`src/rtl/core/jdh_pkg.sv`:
```
package jdh_pkg;

    localparam int SAMPLE_BITS   = 10;
    localparam int TICK_BITS     = 12;
    localparam int CFG_DATA_BITS = (TICK_BITS > SAMPLE_BITS) ? TICK_BITS : SAMPLE_BITS;
    localparam int CFG_IDX_BITS  = 2;

    // Register indexes
    localparam logic [CFG_IDX_BITS-1:0] REG_LOW_THRESHOLD   = 2'd0;
    localparam logic [CFG_IDX_BITS-1:0] REG_HIGH_THRESHOLD  = 2'd1;
    localparam logic [CFG_IDX_BITS-1:0] REG_LIGHT_THRESHOLD = 2'd2;
    localparam logic [CFG_IDX_BITS-1:0] REG_HOLDOFF_TICKS   = 2'd3;

    // Reset values
    localparam logic [SAMPLE_BITS-1:0] RST_LOW_THRESHOLD   = SAMPLE_BITS'(350);
    localparam logic [SAMPLE_BITS-1:0] RST_HIGH_THRESHOLD  = SAMPLE_BITS'(700);
    localparam logic [SAMPLE_BITS-1:0] RST_LIGHT_THRESHOLD = SAMPLE_BITS'(800);
    localparam logic [TICK_BITS-1:0]   RST_HOLDOFF_TICKS   = TICK_BITS'(2404);

    // Commands
    localparam logic [1:0] CMD_SAMPLE = 2'd0;
    localparam logic [1:0] CMD_TICK   = 2'd1;
    localparam logic [1:0] CMD_CLEAR  = 2'd2;
    localparam logic [1:0] CMD_UNUSED = 2'd3;

    // Converter channels
    localparam logic [1:0] CH_X       = 2'd0;
    localparam logic [1:0] CH_Y       = 2'd1;
    localparam logic [1:0] CH_LIGHT   = 2'd2;
    localparam logic [1:0] CH_INVALID = 2'd3;

    // Directions, also the bit positions of the hold-off flags
    localparam logic [1:0] DIR_LEFT  = 2'd0;
    localparam logic [1:0] DIR_RIGHT = 2'd1;
    localparam logic [1:0] DIR_UP    = 2'd2;
    localparam logic [1:0] DIR_DOWN  = 2'd3;

    typedef struct packed {
        logic [SAMPLE_BITS-1:0] low_threshold;
        logic [SAMPLE_BITS-1:0] high_threshold;
        logic [SAMPLE_BITS-1:0] light_threshold;
        logic [TICK_BITS-1:0]   holdoff_ticks;
    } t_cfg;

    typedef struct packed {
        logic       event_valid;
        logic [1:0] direction;
        logic       sleep_flag;
        logic [1:0] next_channel;
    } t_result;

endpackage

```
`src/rtl/core/jdh_cfg_regs.sv`:
```
module jdh_cfg_regs
    import jdh_pkg::*;
(
    input  logic                     i_clk,
    input  logic                     i_rst_n,
    input  logic                     i_cfg_we,
    input  logic [CFG_IDX_BITS-1:0]  i_cfg_idx,
    input  logic [CFG_DATA_BITS-1:0] i_cfg_data,
    output t_cfg                     o_cfg
);

    t_cfg r_cfg;

    always_ff @(posedge i_clk) begin
        if (!i_rst_n) begin
            r_cfg.low_threshold   <= RST_LOW_THRESHOLD;
            r_cfg.high_threshold  <= RST_HIGH_THRESHOLD;
            r_cfg.light_threshold <= RST_LIGHT_THRESHOLD;
            r_cfg.holdoff_ticks   <= RST_HOLDOFF_TICKS;
        end else if (i_cfg_we) begin
            case (i_cfg_idx)
                REG_LOW_THRESHOLD:   r_cfg.low_threshold   <= i_cfg_data[SAMPLE_BITS-1:0];
                REG_HIGH_THRESHOLD:  r_cfg.high_threshold  <= i_cfg_data[SAMPLE_BITS-1:0];
                REG_LIGHT_THRESHOLD: r_cfg.light_threshold <= i_cfg_data[SAMPLE_BITS-1:0];
                REG_HOLDOFF_TICKS:   r_cfg.holdoff_ticks   <= i_cfg_data[TICK_BITS-1:0];
                default: ;
            endcase
        end
    end

    assign o_cfg = r_cfg;

endmodule

```
`src/rtl/core/jdh_core.sv`:
```
module jdh_core
    import jdh_pkg::*;
(
    input  logic                   i_clk,
    input  logic                   i_rst_n,
    input  logic                   i_fire,
    input  logic [1:0]             i_command,
    input  logic [SAMPLE_BITS-1:0] i_sample,
    input  t_cfg                   i_cfg,
    output t_result                o_result
);

    logic [SAMPLE_BITS-1:0] r_axis_x, n_axis_x;
    logic [SAMPLE_BITS-1:0] r_axis_y, n_axis_y;
    logic [3:0]             r_flags, n_flags;
    logic [TICK_BITS-1:0]   r_elapsed, n_elapsed;
    logic [1:0]             r_channel, n_channel;
    logic                   r_sleep, n_sleep;

    logic [3:0] flags_vis;
    logic [3:0] beyond;
    logic [3:0] want;
    logic       is_axis;
    logic       emit;
    logic [1:0] dir;

    always_comb begin
        n_axis_x  = r_axis_x;
        n_axis_y  = r_axis_y;
        n_flags   = r_flags;
        n_elapsed = r_elapsed;
        n_channel = r_channel;
        n_sleep   = r_sleep;
        is_axis   = 1'b0;

        case (i_command)
            CMD_SAMPLE: begin
                case (r_channel)
                    CH_X: begin
                        n_axis_x  = i_sample;
                        n_channel = CH_Y;
                        is_axis   = 1'b1;
                    end
                    CH_Y: begin
                        n_axis_y  = i_sample;
                        n_channel = CH_LIGHT;
                        is_axis   = 1'b1;
                    end
                    default: begin
                        // light channel; the unreachable fourth code acts the same
                        if (i_sample <= i_cfg.light_threshold) begin
                            n_sleep = 1'b1;
                        end
                        n_channel = CH_X;
                    end
                endcase
            end
            CMD_TICK: begin
                if (r_elapsed != {TICK_BITS{1'b1}}) begin
                    n_elapsed = r_elapsed + TICK_BITS'(1);
                end
            end
            CMD_CLEAR: n_sleep = 1'b0;
            default: ;
        endcase

        // Drop all hold-off flags once the hold-off time has run out
        flags_vis = (r_elapsed > i_cfg.holdoff_ticks) ? 4'b0000 : r_flags;

        beyond[DIR_LEFT]  = n_axis_x < i_cfg.low_threshold;
        beyond[DIR_RIGHT] = n_axis_x > i_cfg.high_threshold;
        beyond[DIR_UP]    = n_axis_y < i_cfg.low_threshold;
        beyond[DIR_DOWN]  = n_axis_y > i_cfg.high_threshold;
        want = beyond & ~flags_vis;

        emit = is_axis && (want != 4'b0000);
        if (want[DIR_LEFT]) begin
            dir = DIR_LEFT;
        end else if (want[DIR_RIGHT]) begin
            dir = DIR_RIGHT;
        end else if (want[DIR_UP]) begin
            dir = DIR_UP;
        end else begin
            dir = DIR_DOWN;
        end

        if (is_axis) begin
            n_flags = flags_vis;
            if (emit) begin
                n_flags[dir] = 1'b1;
                n_elapsed    = '0;
            end
        end

        o_result.event_valid  = emit;
        o_result.direction    = emit ? dir : DIR_LEFT;
        o_result.sleep_flag   = n_sleep;
        o_result.next_channel = n_channel;
    end

    always_ff @(posedge i_clk) begin
        if (!i_rst_n) begin
            r_axis_x  <= '0;
            r_axis_y  <= '0;
            r_flags   <= '0;
            r_elapsed <= '0;
            r_channel <= CH_X;
            r_sleep   <= 1'b0;
        end else if (i_fire) begin
            r_axis_x  <= n_axis_x;
            r_axis_y  <= n_axis_y;
            r_flags   <= n_flags;
            r_elapsed <= n_elapsed;
            r_channel <= n_channel;
            r_sleep   <= n_sleep;
        end
    end

    a_event_restarts_ticks: assert property (@(posedge i_clk) disable iff (!i_rst_n)
        i_fire && o_result.event_valid |=> r_elapsed == '0)
        else $error("tick counter not restarted after an event");

    a_event_sets_flag: assert property (@(posedge i_clk) disable iff (!i_rst_n)
        i_fire && o_result.event_valid |=> r_flags[$past(o_result.direction)])
        else $error("hold-off flag not set after an event");

    a_no_event_off_axis: assert property (@(posedge i_clk) disable iff (!i_rst_n)
        i_fire && (i_command != CMD_SAMPLE || r_channel == CH_LIGHT
                   || r_channel == CH_INVALID) |-> !o_result.event_valid)
        else $error("event raised by a non-axis item");

    a_channel_valid: assert property (@(posedge i_clk) disable iff (!i_rst_n)
        r_channel != CH_INVALID)
        else $error("channel rotation left its range");

endmodule

```
`src/rtl/core/joystick_direction_holdoff_top.sv`:
```
// Channel  | Direction | Handshake              | Payload
// ---------+-----------+------------------------+-------------------------------------
// input    | in        | i_in_valid / o_in_stall| i_command, i_sample
// result   | out       | o_out_valid/i_out_stall| o_event_valid, o_direction,
//          |           |                        | o_sleep_flag, o_next_channel
// config   | in        | i_cfg_we               | i_cfg_idx, i_cfg_data
//
// One word in, one word out, one word per cycle sustained while not stalled;
// each word passes the input register, then the decision logic feeding the
// result register. The rate is set by the state update in jdh_core: each word
// reads the axis, flag and tick state left by the previous one.
// Reset (i_rst_n low, synchronous) empties both stages and restores defaults.
// A stall on the result side holds the result register and backs up into the
// input register; o_in_stall rises only when both stages are full.
module joystick_direction_holdoff_top
    import jdh_pkg::*;
(
    input  logic                     i_clk,
    input  logic                     i_rst_n,
    input  logic                     i_in_valid,
    output logic                     o_in_stall,
    input  logic [1:0]               i_command,
    input  logic [SAMPLE_BITS-1:0]   i_sample,
    output logic                     o_out_valid,
    input  logic                     i_out_stall,
    output logic                     o_event_valid,
    output logic [1:0]               o_direction,
    output logic                     o_sleep_flag,
    output logic [1:0]               o_next_channel,
    input  logic                     i_cfg_we,
    input  logic [CFG_IDX_BITS-1:0]  i_cfg_idx,
    input  logic [CFG_DATA_BITS-1:0] i_cfg_data
);

    t_cfg    cfg;
    t_result result;

    logic                   r_in_vld;
    logic [1:0]             r_command;
    logic [SAMPLE_BITS-1:0] r_sample;
    logic                   r_out_vld;
    t_result                r_result;

    logic out_free;
    logic in_take;
    logic fire;

    // Result register can load when empty or being taken this cycle
    assign out_free = !r_out_vld || !i_out_stall;
    // Input register can load when empty or advancing into the result stage
    assign in_take  = !r_in_vld || out_free;
    assign fire     = r_in_vld && out_free;

    assign o_in_stall = !in_take;

    jdh_cfg_regs u_cfg (
        .i_clk      (i_clk),
        .i_rst_n    (i_rst_n),
        .i_cfg_we   (i_cfg_we),
        .i_cfg_idx  (i_cfg_idx),
        .i_cfg_data (i_cfg_data),
        .o_cfg      (cfg)
    );

    jdh_core u_core (
        .i_clk     (i_clk),
        .i_rst_n   (i_rst_n),
        .i_fire    (fire),
        .i_command (r_command),
        .i_sample  (r_sample),
        .i_cfg     (cfg),
        .o_result  (result)
    );

    // Input stage: capture a word whenever there is room
    always_ff @(posedge i_clk) begin
        if (!i_rst_n) begin
            r_in_vld <= 1'b0;
        end else if (in_take) begin
            r_in_vld <= i_in_valid;
        end
    end

    always_ff @(posedge i_clk) begin
        if (in_take && i_in_valid) begin
            r_command <= i_command;
            r_sample  <= i_sample;
        end
    end

    // Result stage: advance on a free slot, hold while stalled
    always_ff @(posedge i_clk) begin
        if (!i_rst_n) begin
            r_out_vld <= 1'b0;
        end else if (out_free) begin
            r_out_vld <= r_in_vld;
        end
    end

    always_ff @(posedge i_clk) begin
        if (fire) begin
            r_result <= result;
        end
    end

    assign o_out_valid    = r_out_vld;
    assign o_event_valid  = r_result.event_valid;
    assign o_direction    = r_result.direction;
    assign o_sleep_flag   = r_result.sleep_flag;
    assign o_next_channel = r_result.next_channel;

endmodule
```
`config.mk`:
```
export PLATFORM = sky130hd
export DESIGN_NAME = joystick_direction_holdoff_top
export DESIGN_NICKNAME = d
export VERILOG_FILES = /design/src/rtl/core/jdh_pkg.sv /design/src/rtl/core/jdh_cfg_regs.sv /design/src/rtl/core/jdh_core.sv /design/src/rtl/core/joystick_direction_holdoff_top.sv
export SDC_FILE = /design/constraint.sdc
export NUM_CORES = 1
export LEC_CHECK = 0
export BUFFER_PORTS_ARGS = -buffer_cell sky130_fd_sc_hd__buf_2
export CORE_ASPECT_RATIO = 1.75
export CORE_MARGIN = 3
export CORE_UTILIZATION = 45
export DETAILED_ROUTE_END_ITERATION = 10
export PLACE_DENSITY = 0.68
export SYNTH_ARGS = -nofsm -noshare
export SYNTH_HDL_FRONTEND = slang
export SYNTH_SLANG_ARGS = --single-unit
```
`constraint.sdc`:
```
create_clock -name i_clk -period 4.2 [get_ports i_clk]
set_input_delay 0 -clock i_clk [delete_from_list [all_inputs] [get_ports i_clk]]
set_output_delay 0 -clock i_clk [all_outputs]
set_load 0.03 [all_outputs]
```
Word-level counts from Yosys, hierarchy flattened
Index checks and enable logic that the tools add are counted.

cells by class
  add/sub/neg operators = 1
  $mul = 0
  divide/modulo/power cells = 0
  order comparisons = 8
  eq/ne operators = 7
  shifts and indexed selects = 0
  muxes and demuxes = 22
  bitwise gates (word level) = 3
  reductions and logical operators = 20

operator list
  cell                   count
  $mux 12                4
  $mux 10                4
  $gt 10x10->1           2
  $lt 10x10->1           2
  $add 12x1->12 const B  1
  $gt 12x12->1           1
  $ne 12x12->1 const B   1
  $le 10x10->1           1
  $reduce_and 2->1       5
  $mux 4                 2
  $eq 2x1->1 const B     3
  $eq 2x2->1 const B     3
  $logic_not 2->1        3
  $mux 1                 6
  $mux 2                 3
  $and 4x4->4            1
  $logic_and 1x1->1      4
  $logic_not 1->1        4
  $not 4->4              1
  $or 4x4->4             1
  $pmux 2 s2             1
  $reduce_bool 4->1      1
  $lt 2x3->1 const B     1
  $demux 1 s2            1
  other kinds (4)        5

word-level totals
  register bits = 101
  latch bits = 0
  memory bits (writable) = 0
  bits in read-only memories = 0
  input port bits = 31
  output and inout port bits = 8
  memories kept = 0

Longest topological paths before layout
Gate-level depths: netlist (run 1).

  depth after elaboration = 14
  mapped depth = 12
  depth with buffers taken out = 10

By module
A second synthesis (run 1) with hierarchy kept.

unflattened totals
  cell total of the unflattened synthesis = 599
  area total of the unflattened synthesis = 5728.0 um^2

modules (own cells, without submodules)
  module                          instances  cells an instance  area an instance (um^2)  sequential area each (um^2)
  jdh_core                        1          405                3405.8                   780.7
  jdh_cfg_regs                    1          168                1697.9                   840.8
  joystick_direction_holdoff_top  1          26                 624.3                    580.6

Worst setup path before layout (run 1)
OpenSTA, ideal clock, no wires.

  path kind = reg2reg
  start point = reg r_command[1]
  end point = reg r_result (netlist bit o_direction[0]), data pin
  setup time = 0.207 ns
  arrival = 3.177 ns
  data required time = 3.993 ns
  slack = 0.816 ns
  cell stages (with the launch flop) = 12
  cell sequence = edfxtp_1 > nor4b_2 > clkbuf_1 > mux2_2 > ha_1 > a21o_1 > a21o_1 > a221oi_1 > o21ai_0 > a21oi_1 > nor4_2 > a2111oi_0

on the way
  cells in the longest elaborated chain, start to end = 7

ends and longest elaborated chain
  item                    line                                   RTL
  from (decl)             joystick_direction_holdoff_top.sv:39   logic [1:0] r_command;
  from (signal assigned)  joystick_direction_holdoff_top.sv:86   r_command <= i_command;
  $logic_not 2->1 (*)     jdh_core.sv:36                         case (i_command)
  $mux 10 (*)             jdh_core.sv:36
  via u_core.n_axis_y[7]  jdh_core.sv:14                         logic [SAMPLE_BITS-1:0] r_axis_y, n_axis_y;
  $lt 10x10->1            jdh_core.sv:72                         beyond[DIR_UP] = n_axis_y < i_cfg.low_threshold;
  $and 4x4->4 (*)         jdh_core.sv:74                         want = beyond & ~flags_vis;
  $mux 1                  jdh_core.sv:81                         end else if (want[DIR_UP]) begin
  $mux 2                  jdh_core.sv:79                         end else if (want[DIR_RIGHT]) begin
  $mux 2                  jdh_core.sv:77                         if (want[DIR_LEFT]) begin
  to (signal assigned)    joystick_direction_holdoff_top.sv:102  r_result <= result;
  to (decl)               joystick_direction_holdoff_top.sv:42   t_result r_result;

Mark *: on every way through the listed nets, which the timed path passes. The rest lies on a longest branch.
A chain may end at the register's enable or synchronous reset.

Final worst setup path (run 1)
  start point = reg r_command[1]
  end point = reg u_core.r_elapsed[11]

on the way
  cells in the longest elaborated chain, start to end = 8

ends and longest elaborated chain
  item                                          line                            RTL
  $logic_not 2->1 (*)                           jdh_core.sv:36
  $mux 10 (*)                                   jdh_core.sv:36
  via u_core.n_axis_y[3]                        jdh_core.sv:14
  $lt 10x10->1 or $gt 10x10->1 (tied branches)  jdh_core.sv:72, jdh_core.sv:73
  $and 4x4->4 (*)                               jdh_core.sv:74
  $reduce_bool 4->1 (*)                         jdh_core.sv:76                  emit = is_axis && (want != 4'b0000);
  $logic_and 1x1->1 (*)                         jdh_core.sv:76
  $mux 12 (*)                                   jdh_core.sv:89                  if (emit) begin
  $mux 12 (*)                                   jdh_core.sv:87                  if (is_axis) begin
  to (signal assigned)                          jdh_core.sv:113                 r_elapsed <= n_elapsed;
  to (decl)                                     jdh_core.sv:16                  logic [TICK_BITS-1:0] r_elapsed, n_elapsed;

Marks and branches as above.

==> results of run 1 <==
[path summary, 6_finish.rpt]
path	from	end	cells after the start
worst max-delay path	r_command[1]$_DFFE_PP_	u_core.r_elapsed[11]$_SDFFE_PN0P_	11
worst min-delay path	i_rst_n	u_cfg.o_cfg[33]$_SDFFE_PN1P_	2
worst max register to register	r_command[1]$_DFFE_PP_	u_core.r_elapsed[11]$_SDFFE_PN0P_	11
worst min register to register	u_cfg.o_cfg[4]$_SDFFE_PN0P_	u_cfg.o_cfg[4]$_SDFFE_PN0P_	2
[metrics by stage]
step,utilization,setup slack (ns),power [W],cell area (µm²)
floorplan,-,0.8159,0.001201,5479
global placement,0.4953,0.5631,0.001269,5801
detailed placement,0.4953,0.5078,0.001278,5801
CTS,0.5453,0.4752,0.002195,6386
global route,0.5453,0.1332,0.002267,6386
finish,0.5453,0.4582,0.002179,6386
[kinds of logic after synthesis]
group,count (synthesis),share of synthesized area
and+or+nand+nor,189,0.1754
AOI/OAI and AO/OA,113,0.1386
DFF,101,0.4019
buffers and inverters,73,0.05138
adders and majority gates,61,0.1393
muxes,41,0.07901
xor gates and xnor gates,9,0.01439
[layer usage]
layer,global-route usage,up-vias
li1,-,2204
met1,0.2269,2111
met2,0.3848,105
met3,0.04011,44
met4,0.1164,0
met5,0,-
[worst reg2reg max path: stages (launching register included)]
cell and delay [ns]:
edfxtp_1 0.49, nor4b_2 0.28, buf_4 0.24, mux2_2 0.40
ha_1 0.30, a21oi_1 0.14, o21ai_0 0.19, a221oi_1 0.34
o21ai_0 0.16, a21oi_1 0.30, o41a_1 0.65, nor3_1 0.10
[sequential cells by signal (all words and copies together) (netlist names), 4 cells and up]
name,count
u_cfg.o_cfg,42
u_core.r_elapsed,12
r_sample,10
u_core.r_axis_x,10
u_core.r_axis_y,10
u_core.r_flags,4
[cells in the final DEF, fill, tap and decap left out, drive strengths merged, types with 2 or more instances in the layout]
master / synthesis / routed
or2: 2 / 2
a21oi: 43 / 43
dfxtp: 83 / 83
xnor2: 8 / 8
edfxtp: 18 / 18
mux2: 18 / 18
nand3: 11 / 11
ha: 61 / 61
a221oi: 2 / 2
a21o: 12 / 12
and2: 2 / 2
and3b: 2 / 2
a21boi: 3 / 3
bufinv: 0 / 2
and3: 3 / 3
dlygate4sd3: 0 / 26
inv: 49 / 50
nor2: 38 / 38
nor4: 5 / 5
nor2b: 4 / 4
nand4: 11 / 11
nor3: 20 / 20
a211oi: 7 / 7
buf: 1 / 44
o21ai: 9 / 9
clkinv: 1 / 3
or3: 2 / 2
o211ai: 26 / 26
mux2i: 23 / 23
and4: 3 / 3
nand3b: 2 / 2
a2111oi: 2 / 2
nand2: 77 / 77
nand2b: 2 / 2
clkbuf: 22 / 11
o41ai: 2 / 2
or3b: 2 / 2
[cell type report]
| type | count | share of cell area |
|---|---|---|
| clock buffer | 11 | 0.03801 |
| clock inverter | 5 | 0.01293 |
| inverter | 50 | 0.02939 |
| multi-input combinational | 413 | 0.4708 |
| sequential | 101 | 0.3448 |
| tap | 135 | 0.02645 |
| timing repair buffer | 70 | 0.07759 |
[report_power, final]
part | leakage (nW) | switching (W) | internal, W | total (W)
clock network | 0.160 | 0.000361 | 0.000541 | 0.000902
logic | 1.75 | 0.000139 | 0.0000980 | 0.000237
registers | 0.850 | 0.0000210 | 0.00102 | 0.00104
==> impl_metrics.csv, run 1 <==
group,metric,value,unit
status,run_status,"finished, final reports clean",
setup_path,worstPathCellList,"nor4b_2 > buf_4 > mux2_2 > ha_1 > a21oi_1 > o21ai_0 > a221oi_1 > o21ai_0 > a21oi_1 > o41a_1 > nor3_1",
timing,finClkSkew,0.007702,ns
clocking,path_clk_slew,0.07,ns
layout,instances_no_fill,785,
clocking,clock_latency,0.35,ns
clocking,post_cts_resize_count,0,
synth,total_of_flip_flops_plus_latches_after_synthesis,101,
clocking,cts_hold_repair.buffers,26,
global_routing,wire_length_of_the_first_global_routing_pass,22440,µm
floorplanning,die_h,152.0,µm
layout,finalNetCount,737,
route,dr_wl_met2,7384,µm
floorplanning,initial_utilization,0.4678,
global_routing,gr-usage-all-layers,0.2152,
timing,max_slew.worst_pin.slew,1.165,ns
route,met3RoutedLength,402,µm
timing,slew_violations,0,
timing,fmax,267.3,MHz
setup_path,slowest_delay,0.65,ns
floorplanning,core,11710,µm²
setup_path,crit_slowest_cell,"o41a_1",
timing,fin_setup_tns,0,ns
timing,holdWs,0.1131,ns
layout,syn_to_layout_area_delta,16.56,%
setup_path,path_buf_inv,1,
route,routed_wl,13740,µm
route,drc,0,
layout,filler_cell_count,1067,
floorplanning,ioPinCount,39,
synth,synth_top_cell_area_share,0.3033,
synth,synth_edf_count,18,
place,cell_count_after_placement,743,
synth,synth_largest_area_cell,"dfxtp_1",
power,power_leakage,2.756,nW
route,detail_route.wl_per_cell,17.50,µm
setup_path,critPathTopFamily,"compound AO/OA/AOI/OAI gates",
clocking,cts_tree,"yes",
clocking,cts-buffers-inserted,9,
place,dp_hpwl,10550,µm
power,p_per_area,341.1,nW/µm²
setup_path,path_max_fanout,12,
synth,synthesis.area,5479,µm²
setup_path,cp_data_required_time,4.40,ns
setup_path,ff2ff_setup_slack,0.46,ns
floorplanning,area_of_the_die,13590,µm²
route,route.antenna.remaining_nets,0,
place,finalWeightedCongestion,0.8526,
setup_path,path_class,"reg -> reg",
timing,layout_min_cycle_time,3.742,ns
floorplanning,floorplan.die.width,89.41,µm
timing,final.period_utilization,0.8909,
layout,drive_gt1_frac,0.1508,
floorplanning,floorplan.rows,52,
place,port-buffer-count,38,
job,max-cap-violations,0,
setup_path,cp.arrival,3.94,ns
timing,finalHoldViolCount,0,
route,drt_iter0_drc,247,
clocking,cts_post_setup_buffers_inserted,0,
route,vias,4464,
layout,n_antenna_cell,0,
layout,multi_input_area,3007,µm²
synth,synth.yosys.seq_area_share,0.4019,
clocking,cts_num_sinks,101,
synth,async_flop_share,0,
synth,yosys-top-cells-count,"dfxtp_1, nand2_1, ha_1, inv_1, a21oi_1",
timing,slew_headroom,0.2216,
synth,synth-warning-count,0,
route,wirelength_met1,5225,µm
synth,postSynthNetCount,679,
layout,register_area,2202,µm²
hold_path,worstHoldPathType,"in -> reg",
route,via_per_inst,5.687,
synth,yosys_most_used_dff,"dfxtp_1",
global_routing,globalRouteOverflowTotal,0,
setup_path,critical_path.endpoint_type,"flip-flop",
clocking,clk_path_buf_depth,2,
synth,post_synthesis_cell_count,587,
power,ir_drop,0.2020,mV
global_routing,first_global_vias,4575,
route,initial_drt_pass_iterations,5,
setup_path,critical_path.startpoint_type,"flip-flop",
clocking,cts_htree_levels,3,
timing,rsz_0062_raised_after_global_routing,"no",
synth,post-synth-top-count-cell,"dfxtp_1",
global_routing,initial_antenna_violation_count,0,
synth,syn_area_per_cell,9.334,µm²
clocking,ctsRootBufferMaster,"clkbuf_16",
route,max_layer_used,"met4",
global_routing,grt_start_max_net_pins,36,
timing,report.final.setup_viol,0,
synth,post_synth_main_area_contributors,"dfxtp_1, ha_1, edfxtp_1",
synth,synth_cell_type_count,54,
Power figures use the tool's default switching activity.
==> run 2: changes to the inputs <==
Settings changed: TNS_END_PERCENT from default to 100.
Clock period 4.2 ns to 3.6 ns, I/O delays scaled along.
==> impl_metrics.csv, run 2 (same netlist as run 1, synthesis figures left out) <==
group,metric,value,unit
setup_path,critical_path.endpoint_type,"flip-flop",
timing,slew_headroom,0.2391,
clocking,cts_num_sinks,101,
place,dp_hpwl,10830,µm
setup_path,worstReg2RegStart,"r_command[1]$_DFFE_PP_",
place,place_ws,-0.02174,ns
floorplanning,die_h,152.0,µm
setup_path,slowest_delay,0.50,ns
power,power_leakage,2.805,nW
global_routing,busiest_layer,"met2",
layout,postLayoutCoreUtil,0.5529,
setup_path,cp.arrival,3.59,ns
clocking,cts-buffers-inserted,9,
setup_path,path_class,"reg -> reg",
layout,finalNetCount,749,
global_routing,grt_start_max_net_pins,61,
clocking,path_clk_slew,0.08,ns
route,detail_route.wl_per_cell,18.03,µm
place,port-buffer-count,38,
job,max-cap-violations,0,
route,routed_wl,14370,µm
global_routing,first_global_vias,4447,
setup_path,r2r-end,"o_direction[0]$_SDFFCE_PP0P_",
global_routing,initial_antenna_violation_count,0,
timing,fin_ws,0.1410,ns
setup_path,crit_slowest_cell,"edfxtp_1",
global_routing,met1_track_utilization_from_global_routing,0.2277,
hold_path,whs_path_depth,2,
power,p_per_area,381.2,nW/µm²
hold_path,whs_endpoint,"u_cfg.o_cfg[27]$_SDFFE_PN1P_",
setup_path,worst_r2r_path_depth,11,
global_routing,grtUsageMet3,0.02439,
timing,report.final.setup_viol,0,
layout,most_frequent_standard_cell_in_the_layout_excluding_fill_and_tap_cells,"dfxtp_1",
global_routing,globalRouteOverflowTotal,0,
clocking,cts_htree_levels,3,
place,finalWeightedCongestion,0.8701,
route,initial_drt_pass_iterations,4,
timing,rsz_0062_raised_after_global_routing,"yes",
hold_path,worstHoldPathType,"in -> reg",
timing,finalHoldViolCount,0,
setup_path,cp_data_required_time,3.74,ns
clocking,cts_tree,"yes",
power,ir_drop,0.2183,mV
setup_path,path_buf_inv,1,
floorplanning,initial_utilization,0.4678,
route,route.antenna.remaining_nets,0,
timing,layout_min_cycle_time,3.459,ns
layout,drive_gt1_frac,0.1722,
global_routing,gr-usage-all-layers,0.2151,
route,vias,4471,
timing,slew_violations,0,
setup_path,critical_path.startpoint_type,"flip-flop",
layout,n_antenna_cell,0,
layout,syn_to_layout_area_delta,18.18,%
global_routing,wire_length_of_the_first_global_routing_pass,22100,µm
layout,largest_register_ffs,42,
floorplanning,floorplan.die.width,89.41,µm
hold_path,worstHoldStart,"i_rst_n",
timing,finClkSkew,0.01191,ns
floorplanning,area_of_the_die,13590,µm²
floorplanning,floorplan.rows,52,
timing,final.period_utilization,0.9608,
route,via_per_inst,5.610,
power,design_power_total,0.002468,W
status,run_status,"finished, final reports clean",
clocking,ctsRootBufferMaster,"clkbuf_16",
setup_path,critPathTopFamily,"compound AO/OA/AOI/OAI gates",
clocking,clock_latency,0.35,ns
route,drc,0,
setup_path,ff2ff_setup_slack,0.14,ns
timing,max_slew.worst_pin.slew,1.139,ns
setup_path,path_max_fanout,9,
timing,fmax,289.1,MHz
floorplanning,ioPinCount,39,
clocking,clk_path_buf_depth,2,
route,drt_iter0_drc,157,
setup_path,worstPathCellList,"nor4b_2 > buf_4 > mux2_2 > ha_1 > a21oi_1 > o21ai_0 > a221oi_1 > o21ai_1 > a21oi_2 > nor4_2 > a2111oi_1",
floorplanning,core,11710,µm²
layout,layout_common_cells,"dfxtp_1, nand2_1, ha_1, inv_1, a21oi_1",
global_routing,gr-usage-met2,0.3830,
==> run 2: how the worst max path moves through the flow <==
stage                                      start                      endpoint  slack [ns]  cells past startpoint
after floorplan           r_command[1]$_DFFE_PP_  o_direction[0]$_SDFFCE_PP0P_        0.22                     11
after global placement    r_command[1]$_DFFE_PP_  o_direction[0]$_SDFFCE_PP0P_        0.16                     11
after detailed placement  r_command[1]$_DFFE_PP_  o_direction[0]$_SDFFCE_PP0P_       -0.02                     11
after CTS                 r_command[1]$_DFFE_PP_  o_direction[0]$_SDFFCE_PP0P_        0.03                     11
after global routing      r_command[1]$_DFFE_PP_  o_direction[0]$_SDFFCE_PP0P_       -0.02                     11
final                     r_command[1]$_DFFE_PP_  o_direction[0]$_SDFFCE_PP0P_        0.14                     11
==> run 2: worst register-to-register path: stages (launching register included) <==
cell and delay, ns:
edfxtp_1 0.50, nor4b_2 0.29, buf_4 0.22, mux2_2 0.39, ha_1 0.29, a21oi_1 0.15, o21ai_0 0.21, a221oi_1 0.34
o21ai_1 0.17, a21oi_2 0.21, nor4_2 0.09, a2111oi_1 0.39
==> run 2: area by class of cell <==
class / count / area [µm²]
well taps: 135 / 168.9
fillers: 1048 / 5236
inverters: 50 / 187.7
repair buffers: 82 / 601.8
clock inverters: 6 / 53.80
multi-input cells: 413 / 3022
flip-flops and latches: 101 / 2202
clock buffers: 10 / 239.0
==> run 2: metrics by stage <==
stage               cell area (µm²)  setup TNS, ns  instances  hold slack [ns]
finish                         6475              0        797           0.1079
global route                   6475       -0.01792        797           0.1246
CTS                            6422              0        792           0.1099
detailed placement             5866       -0.02174        750           0.1781
global placement               5866              0        750           0.1776
floorplan                      5479              0        587          0.09887
==> run 2: power by group <==
part	total, W	internal [W]	switching [W]
registers	0.00121	0.00119	0.0000229
logic	0.000289	0.000121	0.000168
clock network	0.000969	0.000502	0.000467
total	0.00247	0.00181	0.000658
==> run 2: what timing repair did <==
item	CTS	global route
pin swaps	0	3
buffers inserted	0	5
gates resized for setup	1	5
cloned	0	0
setup endpoints to repair	1	16
hold buffers	26	0
endpoints found under the hold margin	54	0
==> run 2: per-layer routing <==
| layer | vias to the layer above | part of all wire |
|---|---|---|
| met4 | 0 | 0.058 |
| met1 | 2127 | 0.38 |
| met2 | 82 | 0.55 |
| li1 | 2225 | - |
| met5 | - | 0 |
| met3 | 37 | 0.018 |
